[src/rtl/dpfl_pkg.sv]
// ----------------------------------------------------------------------------
// dpfl_pkg: shared definitions for the distinct prime factor lister
// Widths, result codes and the request/response bundles of the divider.
// ----------------------------------------------------------------------------
package dpfl_pkg;

  // Input word width, two's complement
  localparam int VALUE_WIDTH = 32;
  // Magnitude of a positive input
  localparam int N_W = VALUE_WIDTH - 1;
  // Trial divisor width: holds floor(sqrt(max n)) + 1
  localparam int D_W = N_W / 2 + 1;
  // Square of a trial divisor
  localparam int SQ_W = 2 * D_W;
  // Result factor field
  localparam int FACTOR_W = 31;
  // Listing stops after this many results
  localparam int MAX_RESULTS = 9;
  localparam int CNT_W = $clog2(MAX_RESULTS + 1);

  typedef enum logic [1:0] {
    ST_OK   = 2'd0,
    ST_NONE = 2'd1,
    ST_BAD  = 2'd2
  } status_t;

  typedef struct packed {
    logic           start;
    logic [N_W-1:0] dividend;
    logic [D_W-1:0] divisor;
  } div_req_t;

  typedef struct packed {
    logic           done;
    logic [N_W-1:0] quotient;
    logic [D_W-1:0] remainder;
  } div_rsp_t;

endpackage

[src/rtl/dpfl_in_if.sv]
// ----------------------------------------------------------------------------
// dpfl_in_if: input request channel
// Valid/ready handshake carrying one signed value to factor.
// ----------------------------------------------------------------------------
interface dpfl_in_if;
  import dpfl_pkg::*;

  logic                          valid;
  logic                          ready;
  logic signed [VALUE_WIDTH-1:0] value;

  modport source (output valid, output value, input ready);
  modport sink   (input valid, input value, output ready);
endinterface

[src/rtl/dpfl_out_if.sv]
// ----------------------------------------------------------------------------
// dpfl_out_if: result request channel
// Valid/ready handshake carrying one prime factor, a status code and last.
// ----------------------------------------------------------------------------
interface dpfl_out_if;
  import dpfl_pkg::*;

  logic                valid;
  logic                ready;
  logic [FACTOR_W-1:0] prime_factor;
  logic [1:0]          status;
  logic                last;

  modport source (output valid, output prime_factor, output status, output last,
                  input ready);
  modport sink   (input valid, input prime_factor, input status, input last,
                  output ready);
endinterface

[src/rtl/dpfl_div.sv]
// ----------------------------------------------------------------------------
// dpfl_div: radix-2 restoring divider
// One quotient bit per cycle; done pulses in the same cycle that the final quotient and remainder appear.
// ----------------------------------------------------------------------------
module dpfl_div (
  input  logic               clk,
  input  logic               rst_n,
  input  dpfl_pkg::div_req_t req,
  output dpfl_pkg::div_rsp_t rsp
);
  import dpfl_pkg::*;

  localparam int CW = $clog2(N_W);
  localparam logic [CW-1:0] CNT_LAST = CW'(N_W - 1);

  logic           busy_r;
  logic           done_r;
  logic [CW-1:0]  cnt_r;
  logic [N_W-1:0] q_r;
  logic [D_W-1:0] rem_r;
  logic [D_W-1:0] dvs_r;

  logic [D_W:0]   trial;
  logic [D_W:0]   diff;
  logic           take;

  // shift in the next dividend bit and try the subtract
  assign trial = {rem_r, q_r[N_W-1]};
  assign diff  = trial - {1'b0, dvs_r};
  assign take  = trial >= {1'b0, dvs_r};

  always_ff @(posedge clk) begin
    if (!rst_n) begin
      busy_r <= 1'b0;
      done_r <= 1'b0;
      cnt_r  <= '0;
    end else begin
      done_r <= 1'b0;
      if (req.start && !busy_r) begin
        busy_r <= 1'b1;
        cnt_r  <= '0;
      end else if (busy_r) begin
        cnt_r <= cnt_r + CW'(1);
        if (cnt_r == CNT_LAST) begin
          busy_r <= 1'b0;
          done_r <= 1'b1;
        end
      end
    end
  end

  always_ff @(posedge clk) begin
    if (req.start && !busy_r) begin
      q_r   <= req.dividend;
      rem_r <= '0;
      dvs_r <= req.divisor;
    end else if (busy_r) begin
      q_r   <= {q_r[N_W-2:0], take};
      rem_r <= take ? diff[D_W-1:0] : trial[D_W-1:0];
    end
  end

  assign rsp.done      = done_r;
  assign rsp.quotient  = q_r;
  assign rsp.remainder = rem_r;

endmodule

[src/rtl/distinct_prime_factor_lister.sv]
// ----------------------------------------------------------------------------
// distinct_prime_factor_lister: trial-division prime factor lister
// Lists the distinct prime divisors of a signed input in ascending order.
// ----------------------------------------------------------------------------
// Usage:
//   in_ch  carries one signed value per request; out_ch returns one request
//   per distinct prime, ascending, with last set on the final one. A zero
//   input returns one request with status bad-input; one or a negative input
//   returns one request with status no-factors. prime_factor is zero then.
// Timing:
//   Zero, one and negative inputs: the result is registered the cycle after
//   acceptance. Otherwise every trial divisor d from 2 up to sqrt(n) costs a
//   square, a compare and a 31-step remainder in the single restoring
//   divider plus its done pulse; each extra division by a found prime costs
//   another such remainder. Worst case near 46341 divisors per input. The
//   divider sets the rate.
//   in_ch.ready is high only while the sequencer is idle, one input at a time.
// Reset and stall:
//   rst_n (synchronous, active low) returns the sequencer to idle and drops
//   any pending result. A stalled receiver holds the output register; the
//   search halts at the next found prime until the slot frees up.
// ----------------------------------------------------------------------------
module distinct_prime_factor_lister (
  input  logic              clk,
  input  logic              rst_n,
  dpfl_in_if.sink           in_ch,
  dpfl_out_if.source        out_ch
);
  import dpfl_pkg::*;

  typedef enum logic [6:0] {
    S_IDLE  = 7'b0000001,
    S_SQ    = 7'b0000010,
    S_CMP   = 7'b0000100,
    S_DIV   = 7'b0001000,
    S_FOUND = 7'b0010000,
    S_TAIL  = 7'b0100000,
    S_LAST  = 7'b1000000
  } state_t;

  state_t          state_r, state_nxt;
  logic [N_W-1:0]  n_r, n_nxt;         // cofactor still to be factored
  logic [D_W-1:0]  d_r, d_nxt;         // current trial divisor
  logic [SQ_W-1:0] sq_r, sq_nxt;       // d squared
  logic [CNT_W-1:0] count_r, count_nxt;
  logic [N_W-1:0]  pend_r, pend_nxt;   // held prime, last not yet known
  logic            pend_v_r, pend_v_nxt;
  logic            found_r, found_nxt; // d divided n at least once

  logic                out_valid_r;
  logic [FACTOR_W-1:0] out_factor_r;
  status_t             out_status_r;
  logic                out_last_r;

  logic                slot_free;
  logic                put_en;
  logic [FACTOR_W-1:0] put_factor;
  status_t             put_status;
  logic                put_last;

  div_req_t div_req;
  div_rsp_t div_rsp;

  dpfl_div u_div (
    .clk   (clk),
    .rst_n (rst_n),
    .req   (div_req),
    .rsp   (div_rsp)
  );

  // output register accepts a new request when empty or being drained
  assign slot_free = !out_valid_r || out_ch.ready;

  always_comb begin
    state_nxt        = state_r;
    n_nxt            = n_r;
    d_nxt            = d_r;
    sq_nxt           = sq_r;
    count_nxt        = count_r;
    pend_nxt         = pend_r;
    pend_v_nxt       = pend_v_r;
    found_nxt        = found_r;
    put_en           = 1'b0;
    put_factor       = '0;
    put_status       = ST_OK;
    put_last         = 1'b0;
    div_req.start    = 1'b0;
    div_req.dividend = n_r;
    div_req.divisor  = d_r;
    in_ch.ready      = 1'b0;

    unique case (state_r)
      S_IDLE: begin
        in_ch.ready = slot_free;
        if (in_ch.valid && slot_free) begin
          priority if (in_ch.value == '0) begin
            put_en     = 1'b1;
            put_status = ST_BAD;
            put_last   = 1'b1;
          end else if (in_ch.value[VALUE_WIDTH-1] || in_ch.value == VALUE_WIDTH'(1)) begin
            put_en     = 1'b1;
            put_status = ST_NONE;
            put_last   = 1'b1;
          end else begin
            n_nxt      = in_ch.value[N_W-1:0];
            d_nxt      = D_W'(2);
            count_nxt  = '0;
            pend_v_nxt = 1'b0;
            state_nxt  = S_SQ;
          end
        end
      end
      S_SQ: begin
        sq_nxt    = d_r * d_r;
        state_nxt = S_CMP;
      end
      S_CMP: begin
        // continue while d*d <= n and the result budget is not spent
        if ({{(SQ_W-N_W){1'b0}}, n_r} >= sq_r && count_r < CNT_W'(MAX_RESULTS)) begin
          div_req.start = 1'b1;
          found_nxt     = 1'b0;
          state_nxt     = S_DIV;
        end else begin
          state_nxt = S_TAIL;
        end
      end
      S_DIV: begin
        if (div_rsp.done) begin
          if (div_rsp.remainder == '0) begin
            // divide out and try the same divisor again
            n_nxt            = div_rsp.quotient;
            found_nxt        = 1'b1;
            div_req.start    = 1'b1;
            div_req.dividend = div_rsp.quotient;
          end else if (found_r) begin
            state_nxt = S_FOUND;
          end else begin
            d_nxt     = d_r + D_W'(1);
            state_nxt = S_SQ;
          end
        end
      end
      S_FOUND: begin
        // release the held prime, hold the new one until its successor shows
        if (!pend_v_r || slot_free) begin
          put_en     = pend_v_r;
          put_factor = FACTOR_W'(pend_r);
          pend_nxt   = N_W'(d_r);
          pend_v_nxt = 1'b1;
          count_nxt  = count_r + CNT_W'(1);
          d_nxt      = d_r + D_W'(1);
          state_nxt  = S_SQ;
        end
      end
      S_TAIL: begin
        // a cofactor above one is the largest prime
        if (n_r > N_W'(1) && count_r < CNT_W'(MAX_RESULTS)) begin
          if (!pend_v_r || slot_free) begin
            put_en     = pend_v_r;
            put_factor = FACTOR_W'(pend_r);
            pend_nxt   = n_r;
            pend_v_nxt = 1'b1;
            count_nxt  = count_r + CNT_W'(1);
            state_nxt  = S_LAST;
          end
        end else begin
          state_nxt = S_LAST;
        end
      end
      S_LAST: begin
        if (slot_free) begin
          put_en     = 1'b1;
          put_factor = FACTOR_W'(pend_r);
          put_last   = 1'b1;
          pend_v_nxt = 1'b0;
          state_nxt  = S_IDLE;
        end
      end
      default: begin
        state_nxt = S_IDLE;
      end
    endcase
  end

  always_ff @(posedge clk) begin
    if (!rst_n) begin
      state_r  <= S_IDLE;
      n_r      <= '0;
      d_r      <= '0;
      count_r  <= '0;
      pend_v_r <= 1'b0;
      found_r  <= 1'b0;
    end else begin
      state_r  <= state_nxt;
      n_r      <= n_nxt;
      d_r      <= d_nxt;
      count_r  <= count_nxt;
      pend_v_r <= pend_v_nxt;
      found_r  <= found_nxt;
    end
  end

  always_ff @(posedge clk) begin
    sq_r   <= sq_nxt;
    pend_r <= pend_nxt;
  end

  // output register: load on put, drop once taken
  always_ff @(posedge clk) begin
    if (!rst_n) begin
      out_valid_r <= 1'b0;
    end else if (put_en) begin
      out_valid_r <= 1'b1;
    end else if (out_ch.ready) begin
      out_valid_r <= 1'b0;
    end
  end

  always_ff @(posedge clk) begin
    if (put_en) begin
      out_factor_r <= put_factor;
      out_status_r <= put_status;
      out_last_r   <= put_last;
    end
  end

  assign out_ch.valid        = out_valid_r;
  assign out_ch.prime_factor = out_factor_r;
  assign out_ch.status       = out_status_r;
  assign out_ch.last         = out_last_r;

  // divider answers only while the sequencer waits on it
  a_div_done_in_div: assert property (@(posedge clk) disable iff (!rst_n)
    div_rsp.done |-> state_r == S_DIV)
    else $error("divider done outside division wait");

  a_count_bound: assert property (@(posedge clk) disable iff (!rst_n)
    count_r <= CNT_W'(MAX_RESULTS))
    else $error("result count beyond limit");

  a_zero_bad: assert property (@(posedge clk) disable iff (!rst_n)
    (in_ch.valid && in_ch.ready && in_ch.value == '0)
      |=> (out_valid_r && out_status_r == ST_BAD && out_last_r))
    else $error("zero input did not give bad-input status");

  a_ok_factor_prime_range: assert property (@(posedge clk) disable iff (!rst_n)
    (out_valid_r && out_status_r == ST_OK) |-> out_factor_r >= FACTOR_W'(2))
    else $error("factor below two reported");

  a_div_trial_ge2: assert property (@(posedge clk) disable iff (!rst_n)
    (state_r == S_DIV) |-> d_r >= D_W'(2))
    else $error("trial divisor below two");

endmodule
[src/flat_wrapper.sv]
// flat-port wrapper written by rule: the top's interface ports become plain ports
module distinct_prime_factor_lister_flat import dpfl_pkg::*;
  (clk, rst_n, in_ch_valid, in_ch_value, in_ch_ready, out_ch_valid, out_ch_prime_factor, out_ch_status, out_ch_last, out_ch_ready);
  dpfl_in_if in_ch_i ();
  dpfl_out_if out_ch_i ();
  input  logic clk;
  input  logic rst_n;
  input wire logic [$bits(in_ch_i.valid)-1:0] in_ch_valid;
  input wire logic [$bits(in_ch_i.value)-1:0] in_ch_value;
  output wire logic [$bits(in_ch_i.ready)-1:0] in_ch_ready;
  output wire logic [$bits(out_ch_i.valid)-1:0] out_ch_valid;
  output wire logic [$bits(out_ch_i.prime_factor)-1:0] out_ch_prime_factor;
  output wire logic [$bits(out_ch_i.status)-1:0] out_ch_status;
  output wire logic [$bits(out_ch_i.last)-1:0] out_ch_last;
  input wire logic [$bits(out_ch_i.ready)-1:0] out_ch_ready;
  assign in_ch_i.valid = in_ch_valid;
  assign in_ch_i.value = in_ch_value;
  assign in_ch_ready = in_ch_i.ready;
  assign out_ch_valid = out_ch_i.valid;
  assign out_ch_prime_factor = out_ch_i.prime_factor;
  assign out_ch_status = out_ch_i.status;
  assign out_ch_last = out_ch_i.last;
  assign out_ch_i.ready = out_ch_ready;
  distinct_prime_factor_lister u_core (.clk(clk), .rst_n(rst_n), .in_ch(in_ch_i), .out_ch(out_ch_i));
endmodule
[config.mk]
export PLATFORM = sky130hd
export DESIGN_NAME = distinct_prime_factor_lister_flat
export DESIGN_NICKNAME = d
export VERILOG_FILES = /design/src/rtl/dpfl_pkg.sv /design/src/rtl/dpfl_in_if.sv /design/src/rtl/dpfl_out_if.sv /design/src/rtl/dpfl_div.sv /design/src/rtl/distinct_prime_factor_lister.sv /design/src/flat_wrapper.sv
export SDC_FILE = /design/constraint.sdc
export NUM_CORES = 1
export LEC_CHECK = 0
export BUFFER_PORTS_ARGS = -buffer_cell sky130_fd_sc_hd__buf_2
export CORE_UTILIZATION = 29
export DETAILED_ROUTE_END_ITERATION = 10
export PLACE_DENSITY_LB_ADDON = 0.08
export REMOVE_ABC_BUFFERS = 1
export SYNTH_ARGS = -nofsm -noshare
export SYNTH_HDL_FRONTEND = slang
export SYNTH_HIERARCHICAL = 1
export SYNTH_SLANG_ARGS = --single-unit
[constraint.sdc]
create_clock -name clk -period 15.3 [get_ports clk]
set_input_delay 4.59 -clock clk [delete_from_list [all_inputs] [get_ports clk]]
set_output_delay 4.59 -clock clk [all_outputs]
set_load 0.05 [all_outputs]
== Yosys cells after proc, flatten, opt, wreduce, memory -nomap -nowiden ==
Cells that the tools add are included.

* Bits in registers: 228
* Bits of input ports: 36
* Output and inout port bits: 36
* Logic and storage cells: 163

* Add/subtract/negate cells: 4
* Multiply operators: 1
* Order comparisons: 4
* Eq/ne operators: 23
* Mux-type cells: 76
* Bitwise logic cells: 4
* Reduce and logical (&&, ||, !) cells: 32

{| class="wikitable"
|+ Operators by type and width
! cell !! number
|-
| two-way mux 31 bit || 14
|-
| two-way mux 16 bit || 8
|-
| one-hot mux 31 bit (2 select lines) || 2
|-
| one-hot mux 31 bit (3 select lines) || 1
|-
| two-way mux 32 bit || 2
|-
| two-way mux 7 bit || 9
|-
| one-hot mux 7 bit (7 select lines) || 1
|-
| one-hot mux 16 bit (3 select lines) || 1
|-
| == test 32 x 2 -> 1 bit, second input constant || 1
|-
| greater-or-equal comparator 31 x 32 -> 1 bit || 1
|-
| zero test 32 bit || 1
|-
| multiplier 16 x 16 -> 32 bit || 1
|-
| > comparator 31 x 1 -> 1 bit, second input constant || 1
|-
| two-way mux 1 bit || 24
|-
| two-way mux 4 bit || 5
|-
| greater-or-equal comparator 17 x 16 -> 1 bit || 1
|-
| adder 16 x 1 -> 16 bit, second input constant || 1
|-
| zero test 16 bit || 1
|-
| AND reduction 8 bit || 2
|-
| subtractor 16 bit || 1
|-
| inequality test 2 x 1 -> 1 bit, second input constant || 7
|-
| one-hot mux 4 bit (3 select lines) || 1
|-
| AND reduction 6 bit || 2
|-
| inequality test 2 bit, second input constant || 5
|-
| other kinds (30) || 51
|}

== Longest topological paths before layout ==
Gate-level depths: netlist (run 1).

* Word-level depth: 7
* Depth in mapped cells: 25
* Gate-level depth less buffers: 23

== By module ==
Netlist (run 1), hierarchy kept.

{| class="wikitable"
|+ By module, submodules not included
! module !! instances !! cells an instance !! area an instance (µm²) !! seq. area each (µm²)
|-
| distinct_prime_factor_lister || 1 || 1536 || 14777.9 || 4103.9
|-
| dpfl_div || 1 || 330 || 3652.3 || 1871.8
|}

== Worst setup path after synthesis (run 1) ==
Ideal clock, no wire load.

* Path type: input-to-output
* Start point: in out_ch_ready
* End point: out in_ch_ready
* Arrival: 5310 ps
* Data required time: 10710 ps
* Setup slack: 5400 ps
* Cell stages on the path: 2
* Path buffers: 0
* Cell sequence: nor2b_1 > nor2_1

* Word-level cells in the longest chain between the ends: 2

{| class="wikitable"
|+ Ends and longest elaborated chain
! element !! RTL line !! source
|-
| start: declaration || flat_wrapper.sv:15 || <nowiki>input wire logic [$bits(out_ch_i.ready)-1:0] out_ch_ready;</nowiki>
|-
| logical OR 1 bit || distinct_prime_factor_lister.sv:72 || <nowiki>assign slot_free = !out_valid_r || out_ch.ready;</nowiki>
|-
| two-way mux 1 bit || distinct_prime_factor_lister.sv:92 || <nowiki>unique case (state_r)</nowiki>
|-
| end: declaration || flat_wrapper.sv:10 || <nowiki>output wire logic [$bits(in_ch_i.ready)-1:0] in_ch_ready;</nowiki>
|}

No other way between the ends.

== Worst setup path after layout (run 1) ==
Same ends and word-level chain as after synthesis.

==> results of run 1 <==
[kinds of logic after synthesis]
| logic type | synth area share [%] |
|---|---|
| AO/OA/AOI/OAI | 9.32 |
| adder cells (fa/ha/maj) | 28.2 |
| XOR/XNOR | 2.71 |
| multiplexers | 4.21 |
| buffers and inverters | 8.35 |
| flip-flops | 32.4 |
| AND/OR/NAND/NOR | 14.8 |
[state kept, by name, indices dropped and copies added (netlist names), 2 cells and up]
register and count:
u_core/u_div/rem_r 16, u_core/out_ch.status 2, u_core/n_r 31, u_core/out_ch.prime_factor 31, u_core/state_r 7, u_core/u_div/dvs_r 16, u_core/count_r 4, u_core/u_div/cnt_r 5
u_core/u_div/q_r 31, u_core/d_r 16, u_core/pend_r 31, u_core/sq_r 31
[synth_stat cells, drive strengths merged, types with 34 or more instances]
master	count	area [um^2]
a21oi	61	305
a311oi	34	298
and2	71	444
clkbuf	60	225
dfxtp	84	1680
edfxtp	143	4290
fa	165	3300
ha	151	1890
inv	318	1190
mux2	68	766
nand2	192	721
nand3	36	180
nor2	105	402
nor2b	39	244
o21ai	53	273
xnor2	37	324
[metal layers]
layer  vias up  part of all wire [%]  wire length, um  track usage (%)
met5         -                     0                0                0
met4         0                   1.6              825             3.34
met3        37                   2.3             1140             1.08
met2       163                    48            24200             27.8
met1      6353                    48            24300             22.1
li1       6321                     -                -                -
[power breakdown]
part	switching, uW	internal, uW	leakage, uW
clock network	262	319	0.000378
registers	40.4	679	0.00212
logic	159	81.9	0.00679
total	461	1080	0.00929
[metrics by stage]
stage	utilization [%]	cell area, um^2	power [uW]
after global routing	32.6	20500	1620
after floorplan	-	18100	882
after CTS	32.6	20500	1570
after global placement	31.4	19700	977
after detailed placement	31.4	19700	978
final	32.6	20500	1540
[how the worst max path moves through the flow]
| stage | start | to | slack, ps |
|---|---|---|---|
| finish | out_ch_ready | in_ch_ready | 5370 |
| floorplan | out_ch_ready | in_ch_ready | 5400 |
| global placement | out_ch_ready | in_ch_ready | 5350 |
| detailed placement | out_ch_ready | in_ch_ready | 5370 |
| CTS | out_ch_ready | in_ch_ready | 5360 |
| global route | out_ch_ready | in_ch_ready | 5340 |
[final cells by class]
cell class,count,area (um^2)
multi-input cells,1241,11000
flip-flops and latches,227,5980
clock buffers,27,633
well taps,846,1060
fillers,6532,42400
clock inverters,19,138
repair buffers,98,558
inverters,318,1190
[worst max-delay path: cells and delay by family]
kind | cells | cell delay [ps]
buf+inv | 2 | 320
simple gates | 2 | 430
[cell usage in the layout, fill, tap and decap left out, types with 61 or more instances in the layout]
cell type | synthesis | final
edfxtp_1 | 143 | 143
a21oi_1 | 61 | 61
nand2_1 | 192 | 192
inv_1 | 318 | 317
fa_1 | 165 | 165
and2_1 | 70 | 70
dfxtp_1 | 84 | 84
nor2_1 | 104 | 103
buf_2 | 12 | 71
mux2_2 | 68 | 68
ha_1 | 151 | 151
==> metrics.yaml, run 1 <==
status: "completed"
crit_path_top_delay_cell: "nor2b_1"
drt_iter0_markers: 594
arrival_ps: 5340
rows: 92
tritoncts: "yes"
place.gp.congestion: 0.809
postSynthAreaPerCell_um2: 9.88
synth_edf_count: 143
start_kind: "primary input"
final_cells: 2776
clk_latency_ps: 550
ant_nets: 0
cts_setup_buffers: 0
coreArea_um2: 63000
reg2regPathDepth: 20
synth_area_um2: 18400
path_cells: "buf_2 > nor2b_1 > nor2_1 > buf_2"
start_util_pct: 29.3
clock_skew_ps: 21.4
clock-sinks: 227
max_freq_mhz: 101
ys_ff_latch: 227
endpoint_kind: "output pin"
finalSetupViolCount: 0
htreeDepth: 1
die_w_um: 254
grt_pass1_vias: 13600
powerDensity_nw_per_um2: 75.1
place_ws_ps: 5370
nets: 2263
hold_path_end: "u_core/n_r[0]"
finalSetupTns_ps: 0
layout_setup_ws_ps: 5370
reg2reg_slack_ps: 8230
grt_usage_pct: 16.1
path_max_fanout: 4
cts-root-buf: "clkbuf_16"
antenna_found_initial: 0
cts_resized: 0
hpwl_um: 38100
cts_made_buffers: 25
maxCapViolCount: 0
synth_top_flop_cell: "edfxtp_1"
areaGrowthSynthToFinish_pct: 11.3
final.min_clock_period_ps: 9930
drive_above_1_share_pct: 11.9
port_buffers: 71
min_path_cells: 2
diodes: 0
drc: 0
hold_viol_final: 0
drt_first_pass_iters: 7
worst_pin_slew_ps: 1190
ctsHoldBuffers: 0
p_leak_uw: 0.00929
grt_pass1_wl_um: 79500
rr_startpoint: "u_core/d_r[7]"
die_area_um2: 64600
crit_type: "in2out"
async_reset_ff_share_pct: 0
cts_buffer_depth: 3
crit_path_max_incr_delay_ps: 330
hold_start: "u_core/n_r[0]"
slew_violations: 0
die_h_um: 254
r2r_end: "u_core/sq_r[23]"
ir_drop_v: 0.0000800
post-route-period-util_pct: 64.9
via_per_inst: 4.64
slew-limit-headroom_pct: 20.1
rsz0062_at_grt: "false"
clkSlewWorstSetupHoldPaths_ps: 60
grt_max_degree: 63
vias: 12900
detail_route.wl_per_cell_um: 18.2
netlist_instances: 1866
yosys_warnings: 6
wl_um: 50400
cpMostUsedCell: "buf_2"
place_inst: 2730
cp_data_required_time_ps: 10710
holdCritPathClass: "reg2reg"
ios: 72
whs_ps: 507
yosysSeqAreaShare_pct: 32.4
grt-ovfl-total: 0
synth.distinct_cells: 77
(Power assumes the default switching activity.)
==> run 2: changes to the inputs <==
Clock period 15.3 ns to 10 ns, I/O delays scaled along.
==> run 2 against run 1 <==
  * Die area unchanged
  * Clock power rose by 59%
  * Clock-buffer cell count is 8 higher
  * Cell count hardly changed
  * Non-clock buffer count shrank 5
  * Routed wire length grew 3.9%
  * Worst hold slack worse by 3.8 ps
  * Critical path depth is 17 higher
  * Largest cell class unchanged
  * Clock skew is 2.8 ps higher
  * Global-route usage is 0.35 points higher
  * Core utilization about the same
==> metrics.yaml, run 2 (same netlist as run 1, synthesis figures left out) <==
ios: 72  # unchanged
start_util_pct: 29.3  # unchanged
status: "completed"
start_kind: "flop"
drt_iter0_markers: 641  # +7.9%
via_per_inst: 4.67  # +0.71%
comb_power_share_pct: 15.7  # about the same
drc: 0  # unchanged
p_leak_uw: 0.00928  # about the same
seq_power_share_pct: 45.8  # -0.9 points
grt-ovfl-total: 0  # unchanged
grt_pass1_wl_um: 81000  # +1.8%
slew-limit-headroom_pct: 24.2  # +4.1 points
die_w_um: 254  # unchanged
ctsHoldBuffers: 0  # unchanged
fin_total_pwr_uw: 2400  # +56%
holdCritPathClass: "reg2reg"
clock_skew_ps: 24.2  # +2.82 ps
ant_nets: 0  # unchanged
power_switching_share_pct: 29.7  # -0.21 points
cts_setup_buffers: 0  # unchanged
cp_data_required_time_ps: 10300  # -410 ps
cts-root-buf: "clkbuf_16"
tritoncts: "yes"
ir_drop_v: 0.000105  # +31%
hold_viol_final: 0  # unchanged
htreeDepth: 1  # unchanged
intPower_uw: 1690  # +56%
rsz0062_at_grt: "false"
switchingPower_uw: 713  # +55%
path_max_fanout: 17  # +13
cts_made_buffers: 27  # +8.0%
nets: 2260  # -0.13%
maxCapViolCount: 0  # unchanged
drive_above_1_share_pct: 11.5  # -0.40 points
wl_um: 52400  # +3.9%
final_common_cell: "inv_1"
arrival_ps: 7540  # +2200 ps
finalSetupTns_ps: 0  # unchanged
die_h_um: 254  # unchanged
finalSetupViolCount: 0  # unchanged
final_cell_mix: "inv_1 (318), nand2_1 (192), fa_1 (165)"
grt_max_degree: 63  # unchanged
final.min_clock_period_ps: 7230
grt_usage_pct: 16.5  # +0.35 points
max_freq_mhz: 138
slew_violations: 0  # unchanged
crit_type: "reg2reg"
clock_power_share_pct: 38.6  # +1.0 points
place_inst: 2725  # -0.18%
final_cells: 2774  # -0.072%
cts_buffer_depth: 3  # unchanged
diodes: 0  # unchanged
clk_latency_ps: 560  # about the same
powerDensity_nw_per_um2: 117  # +56%
die_area_um2: 64600  # unchanged
post-route-period-util_pct: 72.3
coreArea_um2: 63000  # unchanged
hpwl_um: 40300  # +5.7%
endpoint_kind: "flop"
drt_first_pass_iters: 5  # -2
vias: 13000  # +0.64%
antenna_found_initial: 2  # +2
clock-sinks: 227  # unchanged
areaGrowthSynthToFinish_pct: 11.3  # about the same
detail_route.wl_per_cell_um: 18.9  # +3.9%
rows: 92  # unchanged
grt_pass1_vias: 13400  # -2.1%
clkSlewWorstSetupHoldPaths_ps: 60  # about the same
cts_resized: 0  # unchanged
worst_pin_slew_ps: 1130  # -60.0 ps
port_buffers: 71  # unchanged
place.gp.congestion: 0.835  # +3.1%
-- run 2: changes by cell type in the layout (fill, tap and decap cells not counted) --
cell / previous run / this run
buf_4: 27 / 22
clkbuf_1: 2 / 8
clkbuf_16: 25 / 27
clkinv_1: 6 / 5
clkinv_2: 8 / 6
clkinvlp_2: 1 / 0
clkinvlp_4: 2 / 1
inv_1: 317 / 318
inv_16: 1 / 0
-- run 2: final cells by class --
cell class                 instances  area [um^2]
clock buffer                      35          706
clock inverter                    14         95.1
fill                            6517        42500
inverter                         318         1190
multi-input combinational       1241        11000
sequential                       227         5980
tap                              846         1060
timing repair buffer              93          520
-- run 2: power groups by stage --
stage / clock, uW / combinational (uW) / sequential, uW
finish: 925 / 375 / 1100
CTS: 959 / 381 / 1100
global placement: 0 / 377 / 1120
detailed placement: 0 / 379 / 1120
floorplan: 0 / 211 / 1140
global route: 989 / 416 / 1100
-- run 2: final timing paths --
path	depth (start not counted)	endpoint	from	slack [ps]
max	21	u_core/sq_r[23]	u_core/d_r[11]	2770
max reg2reg	21	u_core/sq_r[23]	u_core/d_r[11]	2770
min	2	u_core/n_r[0]	u_core/n_r[0]	500
min reg2reg	2	u_core/n_r[0]	u_core/n_r[0]	500
-- run 2: worst max-delay path, cell delays in order (launching register included) --
cell	delay [ps]
dfxtp_1	860
inv_1	350
nor2_1	270
inv_1	90
fa_1	480
fa_1	490
inv_1	50
fa_1	500
inv_1	50
fa_1	480
fa_1	520
fa_1	540
inv_1	40
ha_1	350
o21ai_0	240
o221ai_1	160
a31o_1	240
o311a_4	330
o41ai_4	420
and2b_2	270
o21ai_0	140
a21oi_1	90
-- run 2: layer usage --
layer / vias up / routed length (um) / global-route usage (%)
met5: - / 0 / 0
met4: 0 / 837 / 3.39
met3: 49 / 1380 / 1.15
met2: 196 / 23900 / 26.7
met1: 6405 / 26200 / 23.9
li1: 6306 / - / -
-- run 2: through the flow --
stage               worst slack [ps]  cell area [um^2]  util, %  hold WS, ps
finish                          2770             20500     32.6          504
global placement                2790             19700     31.3          491
CTS                             2670             20500     32.6          510
detailed placement              2690             19700     31.3          499
floorplan                       3280             18100        -          466
global route                    2350             20500     32.6          529
==> run 3: changes to the inputs <==
Clock period 10 ns to 6.53 ns, I/O delays scaled along.
==> run 3 against run 2 <==
  * Fmax grew 14%
  * Global-route usage up 0.41 points
  * Sequential cell count unchanged
  * Sequential power up 53%
  * Clock power up 88%
  * Setup slack worse by 2600 ps
  * Cell count up 1.5%
  * Total power grew 67%
  * Sequential share of layout area is 0.76 points lower
  * Combinational power grew 56%
  * First-iteration DRC count grew 11%
==> metrics.yaml, run 3 (same netlist as run 1, synthesis figures left out) <==
min_path_cells: 2  # unchanged
maxCapViolCount: 0  # unchanged
endpoint_kind: "flop"
ir_drop_v: 0.000181  # +73%
diodes: 0  # unchanged
grt_usage_pct: 16.9  # +0.41 points
grt-ovfl-total: 0  # unchanged
start_util_pct: 29.3  # unchanged
via_per_inst: 4.68  # +0.17%
arrival_ps: 6620  # -920 ps
clkSlewWorstSetupHoldPaths_ps: 60  # about the same
cts-root-buf: "clkbuf_16"
clock_skew_ps: 30.9  # +6.66 ps
slew-limit-headroom_pct: 25.8  # +1.7 points
status: "completed"
grt_max_degree: 49  # -22%
finish.instance_area_um2: 21100  # +2.8%
start_kind: "flop"
drc: 0  # unchanged
p_leak_uw: 0.00959  # +3.4%
holdCritPathClass: "reg2reg"
die_w_um: 254  # unchanged
antenna_found_initial: 2  # unchanged
r2r_end: "u_core/sq_r[23]"
hold_viol_final: 0  # unchanged
max_freq_mhz: 158  # +14%
grt_pass1_vias: 13800  # +3.3%
post-route-period-util_pct: 96.8  # +24 points
cts_buffer_depth: 3  # unchanged
final_common_cell: "inv_1"
die_h_um: 254  # unchanged
path_max_fanout: 6  # -11
powerDensity_nw_per_um2: 190  # +62%
place_area_um2: 20000  # +1.5%
wl_um: 53000  # +1.3%
grt_pass1_wl_um: 82800  # +2.3%
final_cells: 2816  # +1.5%
hpwl_um: 41000  # +1.8%
areaGrowthSynthToFinish_pct: 14.5
coreArea_um2: 63000  # unchanged
die_area_um2: 64600  # unchanged
cts_made_buffers: 28  # +3.7%
worst_pin_slew_ps: 1110  # -24.7 ps
rows: 92  # unchanged
ios: 72  # unchanged
hold_start: "u_core/u_div/cnt_r[4]"
htreeDepth: 1  # unchanged
tritoncts: "yes"
cp_data_required_time_ps: 6830  # -3470 ps
port_buffers: 71  # unchanged
place_inst: 2763  # +1.4%
rr_startpoint: "u_core/d_r[4]"
drive_above_1_share_pct: 14.2  # +2.7 points
crit_type: "reg2reg"
reg2regPathDepth: 21  # unchanged
finalSetupViolCount: 0  # unchanged
clk_latency_ps: 580  # +20 ps
nets: 2300  # +1.8%
place.gp.congestion: 0.805  # -3.6%
final_cell_mix: "inv_1 (318), nand2_1 (192), fa_1 (165)"
hold_path_end: "u_core/u_div/cnt_r[4]"
slew_violations: 0  # unchanged
fill_cells: 6459  # -0.89%
ant_nets: 0  # unchanged
vias: 13200  # +1.7%
drt_iter0_markers: 711  # +11%
final.min_clock_period_ps: 6320  # -913 ps
detail_route.wl_per_cell_um: 18.8  # -0.20%
reg2reg_slack_ps: 210  # -2560 ps
clock-sinks: 227  # unchanged
drt_first_pass_iters: 4  # -1
==> run 3: cell count changes in the layout (fill, tap and decap cells not counted), moves of 3 or more <==
| cell | change |
|---|---|
| buf_4 | +34 |
| dfxtp_1 | -7 |
| dfxtp_2 | +7 |
| bufinv_16 | +6 |
| buf_6 | +4 |
| clkinv_2 | -3 |
==> run 3: timing repair <==
item	CTS	global route
endpoints found under the hold margin	0	0
setup buffers	0	1
hold buffers	0	0
setup endpoints to repair	0	9
gates resized for setup	0	20
==> run 3: where the power goes <==
part,leakage [uW],switching (uW),internal [uW]
logic,0.00697,385,201
registers,0.00213,91.1,1590
clock network,0.000496,646,1090
total,0.00959,1120,2880
==> run 3: cell type report <==
class                   count  area [um^2]  area share [%]
clock buffers              38          758            3.59
clock inverters            14          267            1.26
inverters                 318         1190            5.66
multi-input cells        1241        11000            52.1
flip-flops and latches    227         5980            28.4
well taps                 846         1060            5.02
repair buffers            132          841            3.99
==> run 3: stage by stage <==
stage	TNS [ps]	hold WS, ps	util, %	worst slack (ps)	power [uW]
detailed placement	0	492	31.8	19.0	2300
global placement	0	486	31.8	23.6	2300
global route	-11.2	527	33.5	-7.38	4190
CTS	0	509	33.4	52.9	4080
finish	0	509	33.5	210	4010
floorplan	0	466	-	186	2070
==> run 3: worst max-delay path by stage <==
stage	startpoint	slack (ps)	endpoint
after global placement	u_core/d_r[14]	20	u_core/sq_r[24]
final	u_core/d_r[4]	210	u_core/sq_r[23]
after CTS	u_core/d_r[0]	50	u_core/sq_r[24]
after floorplan	u_core/d_r[4]	190	u_core/sq_r[23]
after detailed placement	u_core/d_r[0]	20	u_core/sq_r[24]
after global routing	u_core/d_r[4]	-7	u_core/sq_r[23]
==> run 3: worst max-delay path, stage by stage, from the launching register on <==
cell and delay (ps):
dfxtp_1 350, and2_1 220, fa_1 550, inv_1 60, fa_1 540, inv_1 50, fa_1 490, inv_1 50
fa_1 470, fa_1 520, fa_1 550, inv_1 40, ha_1 360, o21ai_0 250, o221ai_1 170, a31o_1 260
o311a_4 330, o41ai_4 200, buf_4 190, and2b_2 210, o21ai_0 140, a21oi_1 80
==> run 3: metal layers <==
layer  vias to the layer above  global-route usage [%]  share of wire [%]
met5                         -                       0                  0
met2                       204                    27.0                 45
met1                      6537                    24.5                 50
li1                       6383                       -                  -
met3                        51                    1.63                2.9
met4                         0                    3.72                1.9
